<file path="src/sv/ipdq_pkg.sv">
// Shared types and constants for the dotted-quad address validator.
package ipdq_pkg;

    localparam int CHAR_W         = 8;
    localparam int QUEUE_DEPTH    = 4;   // power of two, at least 2
    localparam int CNT_W          = 5;
    localparam int DOT_W          = 3;
    localparam int DIG_W          = 3;
    localparam int VAL_W          = 10;

    localparam logic [CHAR_W-1:0] ASCII_ZERO = 8'd48;
    localparam logic [CHAR_W-1:0] ASCII_NINE = 8'd57;
    localparam logic [CHAR_W-1:0] ASCII_DOT  = 8'd46;

    localparam logic [CNT_W-1:0] CNT_SAT  = 5'd16;
    localparam logic [CNT_W-1:0] LEN_MIN  = 5'd7;
    localparam logic [CNT_W-1:0] LEN_MAX  = 5'd15;
    localparam logic [DOT_W-1:0] DOT_SAT  = 3'd4;
    localparam logic [DOT_W-1:0] DOT_NEED = 3'd3;
    localparam logic [DIG_W-1:0] DIG_MAX  = 3'd3;
    localparam logic [DIG_W-1:0] DIG_SAT  = 3'd4;
    localparam logic [VAL_W-1:0] OCT_MAX  = 10'd255;

    typedef enum logic [1:0] {
        K_DIGIT = 2'd0,
        K_DOT   = 2'd1,
        K_OTHER = 2'd2
    } t_kind;

    typedef struct packed {
        t_kind      kind;
        logic [3:0] digit;
        logic       last;
    } t_token;

    typedef struct packed {
        logic empty;
        logic full;
    } t_queue_stat;

endpackage

</file>
<file path="src/sv/ipdq_front.sv">
// Front end: accepts character beats and classifies them into tokens.
module ipdq_front (
    input  logic                        i_valid,
    input  logic [ipdq_pkg::CHAR_W-1:0] i_char_code,
    input  logic                        i_last_char,
    input  ipdq_pkg::t_queue_stat       i_qstat,
    output logic                        o_stall,
    output logic                        o_push,
    output ipdq_pkg::t_token            o_token
);
    import ipdq_pkg::*;

    logic [CHAR_W-1:0] w_off;

    assign o_stall = i_qstat.full;
    assign o_push  = i_valid && !i_qstat.full;
    assign w_off   = i_char_code - ASCII_ZERO;

    always_comb begin
        o_token.last  = i_last_char;
        o_token.digit = w_off[3:0];
        if (i_char_code >= ASCII_ZERO && i_char_code <= ASCII_NINE) begin
            o_token.kind = K_DIGIT;
        end else if (i_char_code == ASCII_DOT) begin
            o_token.kind = K_DOT;
        end else begin
            o_token.kind = K_OTHER;
        end
    end

endmodule

</file>
<file path="src/sv/ipdq_queue.sv">
// Short token queue between front and back ends.
module ipdq_queue #(
    parameter int DEPTH = ipdq_pkg::QUEUE_DEPTH
) (
    input  logic                  i_clk,
    input  logic                  i_rst_n,
    input  logic                  i_push,
    input  ipdq_pkg::t_token      i_token,
    input  logic                  i_pop,
    output ipdq_pkg::t_token      o_head,
    output ipdq_pkg::t_queue_stat o_stat
);
    import ipdq_pkg::*;

    localparam int PTR_W = $clog2(DEPTH);
    localparam int CNT_W = $clog2(DEPTH + 1);

    t_token             r_mem [DEPTH];
    logic [PTR_W-1:0]   r_wr_ptr, n_wr_ptr;
    logic [PTR_W-1:0]   r_rd_ptr, n_rd_ptr;
    logic [CNT_W-1:0]   r_count, n_count;

    assign o_head       = r_mem[r_rd_ptr];
    assign o_stat.empty = (r_count == '0);
    assign o_stat.full  = (r_count == CNT_W'(DEPTH));

    always_comb begin
        n_wr_ptr = i_push ? r_wr_ptr + PTR_W'(1) : r_wr_ptr;
        n_rd_ptr = i_pop  ? r_rd_ptr + PTR_W'(1) : r_rd_ptr;
        n_count  = r_count;
        if (i_push && !i_pop) begin
            n_count = r_count + CNT_W'(1);
        end else if (!i_push && i_pop) begin
            n_count = r_count - CNT_W'(1);
        end
    end

    always_ff @(posedge i_clk) begin
        if (!i_rst_n) begin
            r_wr_ptr <= '0;
            r_rd_ptr <= '0;
            r_count  <= '0;
        end else begin
            r_wr_ptr <= n_wr_ptr;
            r_rd_ptr <= n_rd_ptr;
            r_count  <= n_count;
        end
    end

    always_ff @(posedge i_clk) begin
        if (i_push) begin
            r_mem[r_wr_ptr] <= i_token;
        end
    end

endmodule

</file>
<file path="src/sv/ipdq_back.sv">
// Back end: running octet/dot/length checks and the verdict output register.
module ipdq_back (
    input  logic                  i_clk,
    input  logic                  i_rst_n,
    input  ipdq_pkg::t_token      i_head,
    input  ipdq_pkg::t_queue_stat i_qstat,
    output logic                  o_pop,
    input  logic                  i_stall,
    output logic                  o_valid,
    output logic                  o_address_valid
);
    import ipdq_pkg::*;

    logic [CNT_W-1:0] r_char_count, n_char_count;
    logic [DOT_W-1:0] r_dot_count,  n_dot_count;
    logic [DIG_W-1:0] r_dig_count,  n_dig_count;
    logic [VAL_W-1:0] r_oct_value,  n_oct_value;
    logic             r_lead_zero,  n_lead_zero;
    logic             r_error,      n_error;
    logic             r_out_valid,  n_out_valid;
    logic             r_out_data,   n_out_data;

    logic             w_slot_free;
    logic [VAL_W-1:0] w_acc;

    assign w_slot_free     = !r_out_valid || !i_stall;
    assign o_pop           = !i_qstat.empty && (!i_head.last || w_slot_free);
    assign o_valid         = r_out_valid;
    assign o_address_valid = r_out_data;
    assign w_acc = (r_oct_value << 3) + (r_oct_value << 1) + VAL_W'(i_head.digit);

    always_comb begin
        n_char_count = r_char_count;
        n_dot_count  = r_dot_count;
        n_dig_count  = r_dig_count;
        n_oct_value  = r_oct_value;
        n_lead_zero  = r_lead_zero;
        n_error      = r_error;
        n_out_valid  = r_out_valid && i_stall;
        n_out_data   = r_out_data;

        if (o_pop) begin
            if (r_char_count < CNT_SAT) begin
                n_char_count = r_char_count + CNT_W'(1);
            end
            unique case (i_head.kind)
                K_DIGIT: begin
                    if (r_dig_count == '0) begin
                        if (i_head.digit == 4'd0) begin
                            n_lead_zero = 1'b1;
                        end
                    end else if (r_lead_zero) begin
                        n_error = 1'b1;
                    end
                    if (r_dig_count < DIG_MAX) begin
                        n_oct_value = w_acc;
                        if (w_acc > OCT_MAX) begin
                            n_error = 1'b1;
                        end
                    end else begin
                        n_error = 1'b1;
                    end
                    if (r_dig_count < DIG_SAT) begin
                        n_dig_count = r_dig_count + DIG_W'(1);
                    end
                end
                K_DOT: begin
                    if (r_dig_count == '0) begin
                        n_error = 1'b1;
                    end
                    if (r_dot_count == '0 && r_dig_count == DIG_W'(1) && r_lead_zero) begin
                        n_error = 1'b1;
                    end
                    if (r_dot_count < DOT_SAT) begin
                        n_dot_count = r_dot_count + DOT_W'(1);
                    end
                    if (n_dot_count > DOT_NEED) begin
                        n_error = 1'b1;
                    end
                    n_dig_count = '0;
                    n_oct_value = '0;
                    n_lead_zero = 1'b0;
                end
                default: begin
                    n_error = 1'b1;
                end
            endcase

            if (i_head.last) begin
                // closing octet, dot total and length
                if (n_dig_count == '0) begin
                    n_error = 1'b1;
                end
                if (n_dot_count == '0 && n_dig_count == DIG_W'(1) && n_lead_zero) begin
                    n_error = 1'b1;
                end
                if (n_dot_count != DOT_NEED) begin
                    n_error = 1'b1;
                end
                if (n_char_count < LEN_MIN || n_char_count > LEN_MAX) begin
                    n_error = 1'b1;
                end
                n_out_valid  = 1'b1;
                n_out_data   = !n_error;
                n_char_count = '0;
                n_dot_count  = '0;
                n_dig_count  = '0;
                n_oct_value  = '0;
                n_lead_zero  = 1'b0;
                n_error      = 1'b0;
            end
        end
    end

    always_ff @(posedge i_clk) begin
        if (!i_rst_n) begin
            r_char_count <= '0;
            r_dot_count  <= '0;
            r_dig_count  <= '0;
            r_oct_value  <= '0;
            r_lead_zero  <= 1'b0;
            r_error      <= 1'b0;
            r_out_valid  <= 1'b0;
        end else begin
            r_char_count <= n_char_count;
            r_dot_count  <= n_dot_count;
            r_dig_count  <= n_dig_count;
            r_oct_value  <= n_oct_value;
            r_lead_zero  <= n_lead_zero;
            r_error      <= n_error;
            r_out_valid  <= n_out_valid;
        end
    end

    always_ff @(posedge i_clk) begin
        r_out_data <= n_out_data;
    end

endmodule

</file>
<file path="src/sv/ipv4_dotted_quad_validator.sv">
// Top level of the dotted-decimal IPv4 address validator.
//
// Input channel: one ASCII character per beat (i_char_code) with i_last_char
// marking the final character of a string. A beat is taken when i_valid is
// high and o_stall is low.
// Output channel: one verdict beat (o_address_valid) per string, on the beat
// after the last character has passed through, taken when o_valid is high
// and i_stall is low.
// Throughput: one character per cycle unless the input or output stalls.
// The last character passes the queue, then the verdict output register.
// A classifier front end feeds tokens into a QUEUE_DEPTH entry queue; the
// back end holds the running checks and drains one token per cycle, but a
// last token waits while the output stalls. o_stall rises only when that
// queue is full. While the receiver stalls, the verdict holds in the output
// register and the back end keeps consuming characters up to the next last
// character; the queue then fills and the input is stalled.
// Reset empties the queue, clears all running state and drops o_valid.
module ipv4_dotted_quad_validator #(
    parameter int QUEUE_DEPTH = ipdq_pkg::QUEUE_DEPTH
) (
    input  logic                        i_clk,
    input  logic                        i_rst_n,
    input  logic                        i_valid,
    output logic                        o_stall,
    input  logic [ipdq_pkg::CHAR_W-1:0] i_char_code,
    input  logic                        i_last_char,
    output logic                        o_valid,
    input  logic                        i_stall,
    output logic                        o_address_valid
);
    import ipdq_pkg::*;

    t_queue_stat w_qstat;
    t_token      w_token;
    t_token      w_head;
    logic        w_push;
    logic        w_pop;

    ipdq_front u_front (
        .i_valid     (i_valid),
        .i_char_code (i_char_code),
        .i_last_char (i_last_char),
        .i_qstat     (w_qstat),
        .o_stall     (o_stall),
        .o_push      (w_push),
        .o_token     (w_token)
    );

    ipdq_queue #(
        .DEPTH (QUEUE_DEPTH)
    ) u_queue (
        .i_clk   (i_clk),
        .i_rst_n (i_rst_n),
        .i_push  (w_push),
        .i_token (w_token),
        .i_pop   (w_pop),
        .o_head  (w_head),
        .o_stat  (w_qstat)
    );

    ipdq_back u_back (
        .i_clk           (i_clk),
        .i_rst_n         (i_rst_n),
        .i_head          (w_head),
        .i_qstat         (w_qstat),
        .o_pop           (w_pop),
        .i_stall         (i_stall),
        .o_valid         (o_valid),
        .o_address_valid (o_address_valid)
    );

endmodule

</file>
<file path="config.mk">
export PLATFORM = sky130hd
export DESIGN_NAME = ipv4_dotted_quad_validator
export DESIGN_NICKNAME = d
export VERILOG_FILES = /design/src/sv/ipdq_pkg.sv /design/src/sv/ipdq_front.sv /design/src/sv/ipdq_queue.sv /design/src/sv/ipdq_back.sv /design/src/sv/ipv4_dotted_quad_validator.sv
export SDC_FILE = /design/constraint.sdc
export NUM_CORES = 1
export LEC_CHECK = 0
export BUFFER_PORTS_ARGS = -buffer_cell sky130_fd_sc_hd__buf_2
export CAP_MARGIN = 40
export CORE_ASPECT_RATIO = 1.75
export CORE_MARGIN = 10
export CORE_UTILIZATION = 50
export CTS_CLUSTER_DIAMETER = 200
export DETAILED_ROUTE_END_ITERATION = 10
export PLACE_DENSITY = 0.74
export SYNTH_ARGS = -nofsm -noshare
export SYNTH_HDL_FRONTEND = slang
export SYNTH_SLANG_ARGS = --single-unit
export TNS_END_PERCENT = 30
</file>
<file path="constraint.sdc">
create_clock -name i_clk -period 3.2 [get_ports i_clk]
set_input_delay 0.32 -clock i_clk [delete_from_list [all_inputs] [get_ports i_clk]]
set_output_delay 0.32 -clock i_clk [all_outputs]
set_load 0.005 [all_outputs]
</file>
Word level (Yosys, flattened, before mapping) --
Memory sizes are Yosys's and may differ from the RTL's. A register that Yosys moved wholly into a read port is not among the register bits. Index checks and enable logic that the tools add are counted.
Storage, ports and cells: memories kept 1, output and inout bits 3, bits in registers 31, ROM bits 0, bits of input ports 13, memory bits (writable) 28, logic and storage cells 117, latch bits 0
Memory list:
- u_queue.r_mem | depth 4, bits a word 7, read ports 1, clocked after memory_dff 1, wr ports 1, RTL line ipdq_queue.sv:18 | t_token r_mem [DEPTH];
Cells by class: multiplexer cells 46, shift-type cells 0, add/subtract/negate cells 10, $mul 0, bitwise gates (word level) 0, equality and inequality tests 7, div/mod/pow operators 0, magnitude comparators 10, reduce and logical (&&, ||, !) cells 32
Operators with widths (number):
- 3-bit two-way mux | 11
- 1-bit two-way mux | 22
- 9-bit two-way mux | 2
- 9-bit case mux with 2 select lines | 1
- 3-bit zero test | 5
- 5-bit two-way mux | 3
- 10-bit adder | 1
- 10-bit by 4-bit adder with 10-bit output | 1
- 10-bit by 8-bit greater-than comparator with 1-bit output (second input constant) | 1
- 1-bit logical AND | 10
- 3-bit by 1-bit adder with 3-bit output (second input constant) | 3
- 8-bit by 6-bit == test with 1-bit output (second input constant) | 1
- 8-bit by 6-bit >= comparator with 1-bit output (second input constant) | 1
- 8-bit by 6-bit <= comparator with 1-bit output (second input constant) | 1
- 1-bit zero test | 8
- 2-bit two-way mux | 4
- 3-bit by 1-bit == test with 1-bit output (second input constant) | 2
- 3-bit < comparator (second input constant) | 2
- 3-bit case mux with 2 select lines | 1
- 5-bit by 1-bit adder with 5-bit output (second input constant) | 1
- 5-bit by 4-bit greater-than comparator with 1-bit output (second input constant) | 1
- 5-bit by 3-bit < comparator with 1-bit output (second input constant) | 1
- 5-bit < comparator (second input constant) | 1
- 2-bit by 1-bit adder with 2-bit output (second input constant) | 2
- other kinds (16) | 19

Longest topological paths before layout --
depth after elaboration 16, depth in mapped cells 12, depth with buffers taken out 11

Hierarchy --
Synthesis repeated with hierarchy kept, for this count alone.
Unflattened totals: cells, all modules 299, area total of the unflattened synthesis 3318.2 um^2
Modules (own cells, without submodules):
- ipdq_back | cells an instance 204, instances 1, area each 1770.4 um^2
- ipdq_queue | cells an instance 80, instances 1, area each 1458.9 um^2
- ipdq_front | cells an instance 15, instances 1, area each 88.8 um^2

Least setup slack after synthesis --
OpenSTA, ideal clock, no wires.
path kind register to register, start register (tool-made name), end register u_back.r_out_data, in the netlist u_back.o_address_valid (data pin), period minus slack after synthesis 3015 ps, cell stages (with the launch flop) 12, required time 3031 ps, path buffers 1, library setup time 169 ps, path slack 185 ps, arrival 2847 ps, path through dfxtp_1 > buf_6 > mux4_2 > inv_1 > fa_1 > fa_1 > nor2b_1 > o31a_1 > o311ai_1 > nor2_1 > a21oi_1 > nor4b_2
RTL lines:
- to (signal assigned) | RTL line ipdq_back.sv:136 | r_out_data <= n_out_data;
- to (decl) | RTL line ipdq_back.sv:21 | logic r_out_data, n_out_data;

==> impl_metrics.csv <==
group,metric,value,unit
power_and_ir_drop,p_switching,923.7,µW
power_and_ir_drop,peakVddDrop,0.0005514,V
power_and_ir_drop,pwr-share-clk,0.302,
die,fp.dieW,81.39,µm
final_layout,finalCoreUtilization,0.5743,
sta,min_period,3.002,ns
clocking,tritoncts.num_buffers,9,
critical_path,worst-endpoint-arrival,3.16,ns
final_layout,mostFrequentLayoutCell,"dfxtp_1",
grt,grt_usage,0.1260,
detailed_routing,antenna_left,0,
detailed_routing,drt-pass1-iter-count,4,
synthesis,synth_flop_cell,"dfxtp_1",
synthesis,synth-edff-count,29,
final_layout,fillers,542,
die,core_region_area,6490,µm²
power_and_ir_drop,power.share.sequential,0.366,
sta,setup_total_negative_slack,0,ns
detailed_routing,detailroute.via_count,2158,
outcome,status,"complete, no violations",
sta,final-max-slew-violation-count,0,
synthesis,async_sr_flop_fraction,0,
sta,fmax,333.1,MHz
clocking,holdBufCountCts,0,
grt,wire_length_of_the_first_global_routing_pass,10210,µm
synthesis,synth.avg_cell_area,11.37,µm²
power_and_ir_drop,power_density,740.7,nW/µm²
clocking,clock_tree.htree_level_count,3,
grt,grt_pass1_vias,2283,
die,floorplan.initialDensity,0.5080,
power_and_ir_drop,power_leakage,0.001412,µW
critical_path,worst_setup_path_start_kind,"register",
final_layout,layout_common_cells,"31 x dfxtp_1, 29 x edfxtp_1, 25 x ha_1, 21 x inv_1, 15 x buf_2",
final_layout,antenna-diode-count,0,
detailed_routing,detail_route.wirelength,5806,µm
critical_path,r2r-end,"u_back.o_address_valid",
synthesis,synth-seq-cells,61,
synthesis,netlist-cell-type-count,55,
detailed_routing,post_drt_via_cell_ratio,5.449,
critical_path,worstPathMaxFanout,4,
place,globalplace.congestion,0.8846,
synthesis,mappedNetlistArea,3297,µm²
die,boundaryPins,16,
final_layout,finalNetCount,350,
clocking,cts_tree,"yes",
flow_run,number_of_maximum_capacitance_violations,0,
synthesis,yosys_warnings,0,
place,detailedPlacementHpwl,4335,µm
synthesis,yosysSeqAreaShare,0.4584,
sta,fin_crit_sh,0.9380,
critical_path,data_required_time_at_the_worst_endpoint,3.36,ns
sta,finalClockSkew,0.005507,ns
final_layout,layout-drive-gt1-share,0.2197,
clocking,cts_buffer_depth,2,
sta,report.final.hold_viol_count,0,
clocking,ctsRootBufferMaster,"clkbuf_16",
detailed_routing,drt_iter0_markers,111,
grt,grt_max_degree,30,
clocking,clock-sinks,61,
die,std_cell_rows,39,
synthesis,synth_nets,331,
min_path,worstHoldPathCells,1,
final_layout,area_delta_synth_final,13.05,%
clocking,clk_pin_slew,0.05,ns
detailed_routing,drcViolationCount,0,
power_and_ir_drop,power.combinational.fraction,0.332,
sta,grt_setup_unrepaired,"no",
critical_path,r2r_setup_slack,0.20,ns
die,design.die.area,10370,µm²
grt,overflow,0,
min_path,worst_hold_startpoint,"i_last_char",
synthesis,netlist_instances,290,
die,die_height,127.4,µm
critical_path,r2r_cells,11,
power_and_ir_drop,switching_share,0.3346,
critical_path,worst_setup_path_end_kind,"register",
min_path,min_delay_worst_endpoint,"u_queue.r_mem[1][0]",
grt,antenna_found_initial,0,
clocking,worstSkewPairLatency,0.33,ns
final_layout,sequential_cell_area_in_the_final_layout,1515,µm²
sta,finalSetupViolCount,0,
power_and_ir_drop,power.internal,1837,µW
detailed_routing,detail_route.wl_per_cell,14.66,µm
min_path,holdCritPathClass,"in -> reg",
critical_path,critPathKind,"reg -> reg",
sta,worst-slew-pin-transition,0.5764,ns
final_layout,area_occupied_by_multi_input_gates,1670,µm²
place,number_of_buffers_added_on_ports,15,
sta,maxSlewHeadroom,0.6150,
==> area by class of cell <==
type                       count  share of cell area
multi-input combinational    197              0.4481
sequential                    61              0.4065
clock buffer                  10             0.06143
tap                           82             0.02753
timing repair buffer          18             0.02618
inverter                      22             0.02216
clock inverter                 6            0.008056
==> cell usage after synthesis (all sizes together), types with 3 or more instances <==
master / count / area share
fa: 3 / 0.018
buf: 4 / 0.0099
a22oi: 10 / 0.036
a21oi: 14 / 0.021
o21ai: 12 / 0.018
clkbuf: 6 / 0.0068
mux4: 7 / 0.048
nand2b: 3 / 0.0057
xor2: 3 / 0.0080
inv: 22 / 0.025
nor2: 14 / 0.016
xnor2: 10 / 0.027
a31oi: 3 / 0.010
a21boi: 3 / 0.0068
ha: 25 / 0.095
nor2b: 20 / 0.045
edfxtp: 29 / 0.26
nand2: 12 / 0.014
dfxtp: 32 / 0.19
mux2i: 3 / 0.0091
nor3: 7 / 0.014
and2: 13 / 0.025
o21a: 3 / 0.0068
==> layer usage <==
metal,GRT usage,vias up,part of all wire
met3,0.03160,16,0.035
li1,-,1090,-
met5,0,-,0
met1,0.1226,1023,0.39
met4,0.08086,0,0.030
met2,0.2242,29,0.55
==> cells by family after synthesis <==
kind of cell,Yosys count,synth area share
AND/OR/NAND/NOR,85,0.1560
AO/OA/AOI/OAI,61,0.1393
flip-flops,61,0.4584
buffers and inverters,32,0.04175
adder cells (fa/ha/maj),28,0.1131
XOR/XNOR,13,0.03454
multiplexers,10,0.05693
==> how the worst max path moves through the flow <==
stage          startpoint  cells after the start                      to  slack (ns)
2_1_floorplan    register                     11  u_back.o_address_valid        0.18
3_3_place_gp     register                     10  u_back.o_address_valid        0.07
3_5_place_dp     register                     10  u_back.o_address_valid     0.00003
4_1_cts          register                     10  u_back.o_address_valid        0.07
5_1_grt          register                     11  u_back.o_address_valid        0.02
6_report         register                     11  u_back.o_address_valid        0.20
==> sequential cells by signal, summed over array words and instances (netlist names), 2 cells and up, named ones only <==
signal,count
u_back.r_dot_count,3
u_back.r_dig_count,3
u_back.r_char_count,5
u_queue.r_count,3
u_queue.r_wr_ptr,2
u_queue.r_mem,28
u_back.r_oct_value,9
u_queue.r_rd_ptr,2
==> critical path, cell delays in order (launching register included) <==
cell and delay (ns):
dfxtp_4 0.37, mux4_2 0.51, inv_1 0.08, fa_1 0.45, inv_1 0.08, ha_1 0.25, a211oi_2 0.19, o21a_1 0.20
o21ai_0 0.11, xnor2_1 0.21, a21oi_1 0.11, nor4b_2 0.27
==> stage by stage <==
step                      std cells  worst slack [ns]  hold slack (ns)  instance area, µm²  power (µW)
after global routing            396           0.01920           0.2218                3727        2947
after global placement          380           0.06945           0.4752                3442        1918
after detailed placement        380        0.00002620           0.4982                3442        1938
after CTS                       396           0.06885           0.2029                3702        2783
after floorplan                 290            0.1845           0.4189                3297        1740
final                           396            0.1983           0.2109                3727        2761
==> power by group through the flow <==
stage	registers [µW]	logic (µW)	clock network, µW
final	1010	915	834
after global placement	1020	896	0
after floorplan	999	741	0
after global routing	1030	1030	888
after detailed placement	1030	913	0
after CTS	1010	918	854
==> repair_timing <==
action                                  4_1_cts  5_1_grt
pin swaps                                     0        3
endpoints found under the hold margin         0        0
resized for setup                             1        7
endpoints found under the setup margin        1        2
setup buffers                                 0        0
Note: power is estimated with default switching activity, not from simulation.
